--- config.mk ---
export PLATFORM = sky130hd
export DESIGN_NAME = mips_register_file_with_pc
export DESIGN_NICKNAME = d
export VERILOG_FILES = /design/src/rtl/core/mrf_pkg.sv /design/src/rtl/core/mrf_regs.sv /design/src/rtl/core/mrf_pc.sv /design/src/rtl/core/mips_register_file_with_pc.sv
export SDC_FILE = /design/constraint.sdc
export NUM_CORES = 2
export LEC_CHECK = 0
export ABC_AREA = 1
export BUFFER_PORTS_ARGS = -buffer_cell sky130_fd_sc_hd__buf_2
export CAP_MARGIN = 20
export CORE_MARGIN = 1.5
export CORE_UTILIZATION = 30
export CTS_CLUSTER_SIZE = 12
export DETAILED_ROUTE_END_ITERATION = 12
export GPL_TIMING_DRIVEN = 0
export PLACE_DENSITY = 0.48
export SLEW_MARGIN = 20
export SYNTH_ARGS = -nofsm -noshare
export SYNTH_HDL_FRONTEND = slang
export SYNTH_SLANG_ARGS = --single-unit
--- constraint.sdc ---
create_clock -name aclk -period 18.5 [get_ports aclk]
set_input_delay 3.7 -clock aclk [delete_from_list [all_inputs] [get_ports aclk]]
set_output_delay 3.7 -clock aclk [all_outputs]
set_load 0.02 [all_outputs]
--- src/rtl/core/mrf_pkg.sv ---
package mrf_pkg;

    // Command codes carried on s_cmd
    typedef enum logic [2:0] {
        CMD_READ       = 3'd0,
        CMD_WRITE_REG  = 3'd1,
        CMD_WRITE_HI   = 3'd2,
        CMD_WRITE_LO   = 3'd3,
        CMD_PC_INC     = 3'd4,
        CMD_REL_JUMP   = 3'd5,
        CMD_ABS_JUMP   = 3'd6,
        CMD_REGION_JMP = 3'd7
    } cmd_t;

    localparam int unsigned DEFAULT_REG_COUNT = 32;
    localparam int unsigned INDEX_W           = 5;
    localparam int unsigned DATA_W            = 32;

    localparam logic [DATA_W-1:0] PC_RESET       = 32'h8002_0000;
    localparam logic [DATA_W-1:0] SP_RESET       = 32'hBFFF_FF00;
    localparam int unsigned       SP_INDEX       = 29;
    localparam logic [DATA_W-1:0] REGION_HI_MASK = 32'hF000_0000;
    localparam logic [DATA_W-1:0] REGION_LO_MASK = 32'h0FFF_FFFF;
    localparam logic [DATA_W-1:0] PC_STEP        = 32'd4;

    // Write strobes from the decode into the register storage
    typedef struct packed {
        logic gpr_we;
        logic hi_we;
        logic lo_we;
    } reg_wr_t;

endpackage

--- src/rtl/core/mrf_regs.sv ---
module mrf_regs
    import mrf_pkg::*;
#(
    parameter int unsigned REG_COUNT = DEFAULT_REG_COUNT
) (
    input  logic                 aclk,
    input  logic                 aresetn,
    input  reg_wr_t              wr,
    input  logic [INDEX_W-1:0]   index,
    input  logic [DATA_W-1:0]    wdata,
    output logic [DATA_W-1:0]    rdata,
    output logic [DATA_W-1:0]    hi_q,
    output logic [DATA_W-1:0]    lo_q
);

    localparam int unsigned IDX_W = (REG_COUNT > 1) ? $clog2(REG_COUNT) : 1;

    logic [DATA_W-1:0] gpr_reg [REG_COUNT];
    logic [DATA_W-1:0] hi_reg;
    logic [DATA_W-1:0] lo_reg;
    logic              index_ok;
    logic [IDX_W-1:0]  addr;

    // Register zero and indexes past the end are not backed by storage
    assign index_ok = (index != '0) && ({1'b0, index} < (INDEX_W + 1)'(REG_COUNT));
    assign addr     = IDX_W'(index);

    assign rdata = index_ok ? gpr_reg[addr] : '0;
    assign hi_q  = hi_reg;
    assign lo_q  = lo_reg;

    // General registers, stack pointer entry has its own reset value
    always_ff @(posedge aclk) begin
        if (!aresetn) begin
            for (int i = 0; i < int'(REG_COUNT); i++) begin
                gpr_reg[i] <= (i == int'(SP_INDEX)) ? SP_RESET : '0;
            end
        end else if (wr.gpr_we && index_ok) begin
            gpr_reg[addr] <= wdata;
        end
    end

    // HI / LO
    always_ff @(posedge aclk) begin
        if (!aresetn) begin
            hi_reg <= '0;
            lo_reg <= '0;
        end else begin
            if (wr.hi_we) hi_reg <= wdata;
            if (wr.lo_we) lo_reg <= wdata;
        end
    end

endmodule

--- src/rtl/core/mrf_pc.sv ---
module mrf_pc
    import mrf_pkg::*;
(
    input  logic              aclk,
    input  logic              aresetn,
    input  logic              en,
    input  cmd_t              cmd,
    input  logic [DATA_W-1:0] jump_offset,
    input  logic [DATA_W-1:0] jump_target,
    output logic [DATA_W-1:0] pc_next,
    output logic              err
);

    logic [DATA_W-1:0] pc_reg;
    logic [DATA_W-1:0] region_addr;

    assign region_addr = (pc_reg & REGION_HI_MASK) | (jump_target & REGION_LO_MASK);

    // Next PC and alignment check
    always_comb begin
        pc_next = pc_reg;
        err     = 1'b0;
        case (cmd)
            CMD_PC_INC: pc_next = pc_reg + PC_STEP;
            CMD_REL_JUMP: begin
                if (jump_offset[1:0] != 2'b00) err = 1'b1;
                else                            pc_next = pc_reg + jump_offset;
            end
            CMD_ABS_JUMP: begin
                if (jump_target[1:0] != 2'b00) err = 1'b1;
                else                            pc_next = jump_target;
            end
            CMD_REGION_JMP: begin
                if (region_addr[1:0] != 2'b00) err = 1'b1;
                else                            pc_next = region_addr;
            end
            default: ;
        endcase
    end

    always_ff @(posedge aclk) begin
        if (!aresetn) begin
            pc_reg <= PC_RESET;
        end else if (en) begin
            pc_reg <= pc_next;
        end
    end

endmodule

--- src/rtl/core/mips_register_file_with_pc.sv ---
// Each command passes the input register, then the result register, which drives the m_* outputs.
// Throughput: one item per cycle unless m_ready stalls; the state update and result capture share a cycle.
// Stalls on m_ready hold both stages; one more item is taken while a result waits.
// Reset (aresetn low, synchronous): PC = 0x80020000, register 29 = 0xBFFFFF00,
// all other registers, HI and LO zero, both pipeline stages empty.
module mips_register_file_with_pc
    import mrf_pkg::*;
#(
    parameter int unsigned REG_COUNT = DEFAULT_REG_COUNT
) (
    input  logic                     aclk,
    input  logic                     aresetn,
    input  logic                     s_valid,
    output logic                     s_ready,
    input  logic [2:0]               s_cmd,
    input  logic [INDEX_W-1:0]       s_reg_index,
    input  logic [DATA_W-1:0]        s_write_value,
    input  logic signed [DATA_W-1:0] s_jump_offset,
    input  logic [DATA_W-1:0]        s_jump_target,
    output logic                     m_valid,
    input  logic                     m_ready,
    output logic [DATA_W-1:0]        m_read_value,
    output logic [DATA_W-1:0]        m_hi_value,
    output logic [DATA_W-1:0]        m_lo_value,
    output logic [DATA_W-1:0]        m_pc_value,
    output logic                     m_unaligned_error
);

    logic               in_valid_reg;
    cmd_t               cmd_reg;
    logic [INDEX_W-1:0] index_reg;
    logic [DATA_W-1:0]  wdata_reg;
    logic [DATA_W-1:0]  offset_reg;
    logic [DATA_W-1:0]  target_reg;

    logic              out_valid_reg;
    logic [DATA_W-1:0] read_reg;
    logic [DATA_W-1:0] hi_out_reg;
    logic [DATA_W-1:0] lo_out_reg;
    logic [DATA_W-1:0] pc_out_reg;
    logic              err_reg;

    logic              advance;
    logic              exec;
    reg_wr_t           wr;
    logic [DATA_W-1:0] rdata;
    logic [DATA_W-1:0] hi_q;
    logic [DATA_W-1:0] lo_q;
    logic [DATA_W-1:0] pc_next;
    logic              pc_err;

    // Pipeline flow control
    assign advance = !out_valid_reg || m_ready;
    assign exec    = in_valid_reg && advance;
    assign s_ready = !in_valid_reg || advance;

    // Input register
    always_ff @(posedge aclk) begin
        if (!aresetn) begin
            in_valid_reg <= 1'b0;
        end else if (s_ready) begin
            in_valid_reg <= s_valid;
        end
    end

    always_ff @(posedge aclk) begin
        if (s_valid && s_ready) begin
            cmd_reg    <= cmd_t'(s_cmd);
            index_reg  <= s_reg_index;
            wdata_reg  <= s_write_value;
            offset_reg <= s_jump_offset;
            target_reg <= s_jump_target;
        end
    end

    // Decode write strobes, gated by execution
    always_comb begin
        wr.gpr_we = exec && (cmd_reg == CMD_WRITE_REG);
        wr.hi_we  = exec && (cmd_reg == CMD_WRITE_HI);
        wr.lo_we  = exec && (cmd_reg == CMD_WRITE_LO);
    end

    mrf_regs #(
        .REG_COUNT (REG_COUNT)
    ) u_regs (
        .aclk    (aclk),
        .aresetn (aresetn),
        .wr      (wr),
        .index   (index_reg),
        .wdata   (wdata_reg),
        .rdata   (rdata),
        .hi_q    (hi_q),
        .lo_q    (lo_q)
    );

    mrf_pc u_pc (
        .aclk        (aclk),
        .aresetn     (aresetn),
        .en          (exec),
        .cmd         (cmd_reg),
        .jump_offset (offset_reg),
        .jump_target (target_reg),
        .pc_next     (pc_next),
        .err         (pc_err)
    );

    // Result register
    always_ff @(posedge aclk) begin
        if (!aresetn) begin
            out_valid_reg <= 1'b0;
        end else if (advance) begin
            out_valid_reg <= in_valid_reg;
        end
    end

    always_ff @(posedge aclk) begin
        if (exec) begin
            read_reg   <= rdata;
            hi_out_reg <= hi_q;
            lo_out_reg <= lo_q;
            pc_out_reg <= pc_next;
            err_reg    <= pc_err;
        end
    end

    assign m_valid           = out_valid_reg;
    assign m_read_value      = read_reg;
    assign m_hi_value        = hi_out_reg;
    assign m_lo_value        = lo_out_reg;
    assign m_pc_value        = pc_out_reg;
    assign m_unaligned_error = err_reg;

endmodule

Word-level counts from Yosys, hierarchy flattened
Memories as Yosys holds them, arrays and structs flattened. A register that Yosys moved wholly into a read port is not among the register bits.
Cells that the tools add are included.
{ "totals": {"register_bits": 299, "latchBits": 0, "romBits": 0, "output_inout_bits": 131, "mem_bits_rw": 1024, "mem_count": 1} }
{ "op_classes": {"shift": 0, "n_lt_le_gt_ge": 0, "n_addsub": 2, "n_mux": 15, "n_eq_ne": 7, "div": 0, "n_bitwise": 1, "multipliers": 0, "reduce_logical": 16} }
{ "memory_table": {"columns": ["name", "depth", "word_bits", "read_ports", "rd_ports_with_merged_regs", "write_ports", "line", "text"], "rows": [
  ["u_regs.gpr_reg", 32, 32, 1, 1, 32, "mrf_regs.sv:18", "logic [DATA_W-1:0] gpr_reg [REG_COUNT];"]
]} }
{ "op_table": {"columns": ["op", "count"], "rows": [
  ["32-bit 2-to-1 mux", 4],
  ["32-bit case mux with 4 select lines", 1],
  ["32-bit by 3-bit adder with 32-bit output, second input constant", 1],
  ["32-bit adder", 1],
  ["32-bit by 28-bit OR with 32-bit output", 1],
  ["32-bit OR reduction", 1],
  ["3-bit == test, second input constant", 4],
  ["1-bit 2-to-1 mux", 8],
  ["3-bit by 2-bit == test with 1-bit output, second input constant", 2],
  ["1-bit logical AND", 6],
  ["2-bit nonzero test", 3],
  ["5-bit 2-to-1 mux", 1],
  ["5-bit nonzero test", 1],
  ["3-bit by 1-bit == test with 1-bit output, second input constant", 1],
  ["1-bit zero test", 3],
  ["1-bit case mux with 3 select lines", 1],
  ["1-bit logical OR", 2]
]} }

Logic depth before layout (Yosys ltp)
{ "depth": {"ltp_word": 10, "mapped_depth": 17} }

Modules after synthesis
From an unflattened synthesis, not the netlist that was laid out.
{ "unflattened": {"cells_unflattened": 6759, "area_unflattened_um2": 61554.0} }
{ "by_module_without_submodules": {"columns": ["module", "cells_per_inst", "area_each_um2", "instances"], "rows": [
  ["mrf_regs", 5459, 48795.5, 1],
  ["mips_register_file_with_pc", 255, 7124.3, 1],
  ["mrf_pc", 1045, 5634.2, 1]
]} }

Least setup slack after synthesis
OpenSTA, ideal clock, no wires.
{ "synth_path": {"kind": "input port to flip-flop", "from": "in m_ready", "to": "reg hi_out_reg[0], in the netlist m_hi_value[0] (enable)", "arrival_time_ps": 7812, "setup_slack_ps": 10145, "required_ps": 17957, "cell_stages": 5, "path_cell_list": "inv_1 > nand2_1 > nand2_1 > inv_1 > clkbuf_1"} }
{ "synth_between": {"elab_chain_cells": 2} }
{ "synth_lines": {"columns": ["element", "line", "text"], "rows": [
  ["start: declaration", "mips_register_file_with_pc.sv:21", "input logic m_ready,"],
  ["1-bit logical OR", "mips_register_file_with_pc.sv:53", "assign advance = !out_valid_reg || m_ready;"],
  ["1-bit logical AND", "mips_register_file_with_pc.sv:54", "assign exec = in_valid_reg && advance;"],
  ["via exec", "mips_register_file_with_pc.sv:44", "logic exec;"],
  ["end signal: assignment", "mips_register_file_with_pc.sv:119", "hi_out_reg <= hi_q;"],
  ["end: declaration", "mips_register_file_with_pc.sv:38", "logic [DATA_W-1:0] hi_out_reg;"]
]} }
The timed path passes the listed nets, and every way through them passes these cells.
A chain may end at the register's enable or synchronous reset.

Worst setup path after layout
{ "layout_path": {"from": "in m_ready", "to": "out s_ready"} }
{ "layout_between": {"elab_chain_cells": 2} }
{ "layout_lines": {"columns": ["element", "line", "text"], "rows": [
  ["1-bit logical OR", "mips_register_file_with_pc.sv:53", null],
  ["1-bit logical OR", "mips_register_file_with_pc.sv:55", "assign s_ready = !in_valid_reg || advance;"],
  ["end: declaration", "mips_register_file_with_pc.sv:14", "output logic s_ready,"]
]} }
Every way passes these cells.

==> run summary <==
status -> finished clean
Post-Syn Area -> 0.0574 mm²
Synth top cells by count -> 1257 x edfxtp_1, 1109 x nor2_1, 630 x nand2_1, 512 x a22oi_1, 315 x clkbuf_1
largest net degree at the start of global routing -> 69
worst slew pin tran -> 1.31 ns
Area growth, synth to finish -> 18.1%
predominant post-synthesis flop cell -> edfxtp_1
Hold Crit Depth -> 0
core area -> 0.190 mm²
Detailed Route WL -> 253000 µm
combinational family with the most area after synthesis -> simple AND/OR/NAND/NOR gates
Layout Cells excl Fill -> 8177
#FFs+latches synth -> 1355
Synth Area per Inst -> 11.3 µm²
R2R depth -> 10
DRT Pass-1 Iters -> 6
share of cells above drive strength 1 -> 0.115
fin util -> 0.357
HP Class -> flip-flop to flip-flop
multiplexer area fraction after synthesis -> 0
Die Area -> 0.194 mm²
Worst R2R Start -> index_reg[0]$_DFFE_PP_
Post-synth ARST share -> 0
H-tree depth -> 4
DR DRC count -> 0
placed wire-length estimate -> 185000 µm
CP Capture Type -> primary output
Final Critical Period -> 7.85 ns
filler instances -> 19000
WHS Endpoint -> m_hi_value[9]$_DFFE_PP_
Overall Power -> 7.17 mW
f_max -> 127 MHz
hold buffers post-CTS -> 0
final hold slack -> 0.422 ns
Worst setup SP type -> input pin
maxcap violations -> 0
Initial Util -> 0.302
DR iter-0 viols -> 6140
reg2reg end -> u_regs.gpr_reg[6][14]$_SDFFCE_PN0P_
Routability Congestion -> 1.05
clock buffer depth -> 3
Leak -> 25.7 nW
kind of critical path -> input pin to primary output
die height -> 441 µm
CTS clk-pin slew, worst paths -> 0.06 ns
VDD IR-drop max -> 0.0000741 V
Worst Path Max Fanout -> 3
Hold Startpoint -> u_regs.hi_q[9]$_SDFFE_PN0P_
GRT Total Usage -> 0.255
CTS tree -> done
Synth cell types -> 45
final setup fails -> 0
Synth area leader -> edfxtp_1
IO buf count -> 238
area of the multi-input gates -> 0.0155 mm²
final net count -> 5683
cell internal pwr -> 5.28 mW
initial antenna violation count -> 10
register share of total power -> 0.489
complex-gate fraction of the synthesized area -> 0.125
first-pass GRT wire length -> 341000 µm
clock power share -> 0.421
FP Rows -> 160
final hold violation count -> 0
count leader, synth -> edfxtp_1
vias in the first global route -> 41600
Die Wd -> 441 µm
Setup TNS Final -> 0 ns
Sink Count -> 1355
Root Driver -> clkbuf_16
DR WL/cell -> 30.9 µm
power per cell area -> 106 mW/mm²
yosys warns -> 0
register area -> 0.0397 mm²
Syn Inst Count -> 5075
largest cells by area after synthesis -> edfxtp_1 66%, nor2_1 7.2%, a22oi_1 6.7%, nand2_1 4.1%, dfxtp_1 3.4%
Final Skew -> 0.0314 ns
sw frac -> 0.264
simple-gate share of the synthesized area -> 0.133
via count -> 44000
Adder-Cell Fraction of Synth Area -> 0.00732
Largest register FFs -> 1024
Worst EP required -> 14.80 ns
sequential cell area fraction in the yosys report -> 0.691
reg2reg setup slack -> 13.31 ns
worst rel slew slack -> 0.129
Gates resized, CTS repair -> 0
RSZ-0062 raised after global routing -> false
top cell type's share of synthesized area -> 0.657
EDFF count, synth -> 1257
IO Count -> 239
average vias per placed instance -> 5.38
Comb power frac -> 0.090
post-CTS setup repair buffer count -> 0
Final ANT Viol Nets -> 0
gr ovfl total -> 0
xor-xnor portion of the synthesized cell area -> 0.000610
Inserted Clock Buffers -> 156
Slew Viols, Final -> 0
Worst-Skew Late Latency -> 0.82 ns
worst path arrival time -> 4.15 ns
Placed Cells -> 7894
Period Utilization, post-route -> 0.424
P_sw -> 1.90 mW
==> power by group through the flow <==
stage / registers [mW] / logic (mW) / clock network, mW
2_1_floorplan: 3.57 / 0.279 / 0
3_3_place_gp: 3.58 / 0.604 / 0
3_5_place_dp: 3.57 / 0.631 / 0
4_1_cts: 3.51 / 0.633 / 3.05
5_1_grt: 3.51 / 0.671 / 3.17
6_report: 3.51 / 0.647 / 3.02
==> worst max path at each step <==
stage               startpoint                            to  slack (ns)  depth (start not counted)
finish                 m_ready                       s_ready       10.65                          4
global route           m_ready                       s_ready       10.62                          4
CTS                    m_ready                       s_ready       10.65                          4
detailed placement     m_ready                       s_ready       10.65                          4
global placement       m_ready  u_pc.pc_reg[26]$_SDFFE_PN0P_        6.60                          7
floorplan              m_ready       m_hi_value[0]$_DFFE_PP_       10.15                          5
==> kinds of logic after synthesis <==
logic type | Yosys count
flip-flops | 1355
AND/OR/NAND/NOR | 1923
AO/OA/AOI/OAI | 1124
buffers and inverters | 635
other | 1
adder cells (fa/ha/maj) | 33
XOR/XNOR | 4
==> through the flow <==
stage | area (µm²) | setup slack [ns]
floorplan | 57600 | 10.15
global placement | 61900 | 6.60
detailed placement | 62900 | 10.65
CTS | 67800 | 10.65
global route | 67900 | 10.62
finish | 67900 | 10.65
==> placed cells by master, fill, tap and decap left out, types with 98 or more instances in the layout <==
master / count
nand3_1: 115
a21oi_1: 306
a22oi_1: 512
edfxtp_1: 1257
dfxtp_1: 98
o21ai_0: 207
clkbuf_16: 157
nand2_1: 599
buf_2: 293
inv_1: 230
clkbuf_1: 326
nor2_1: 1108
==> critical path, cell delays in order <==
cell and delay [ns]:
buf_2 0.10, inv_1 0.06, nand3_1 0.10, buf_2 0.18
==> area by class of cell <==
type | instances | share of cell area
Sequential cell | 1355 | 0.585
Multi-Input combinational cell | 3116 | 0.228
Clock buffer | 207 | 0.0623
Tap cell | 2511 | 0.0463
Timing Repair Buffer | 278 | 0.0307
Buffer | 395 | 0.0235
Inverter | 240 | 0.0134
Clock inverter | 74 | 0.0102
Antenna cell | 1 | 0.0000369
==> metal layers <==
metal  global-route usage  share of wire
met5                    0        0.00016
met4                0.119          0.052
met3               0.0555          0.094
met2                0.384           0.44
met1                0.349           0.42
Note: power is estimated with default switching activity, not from simulation.
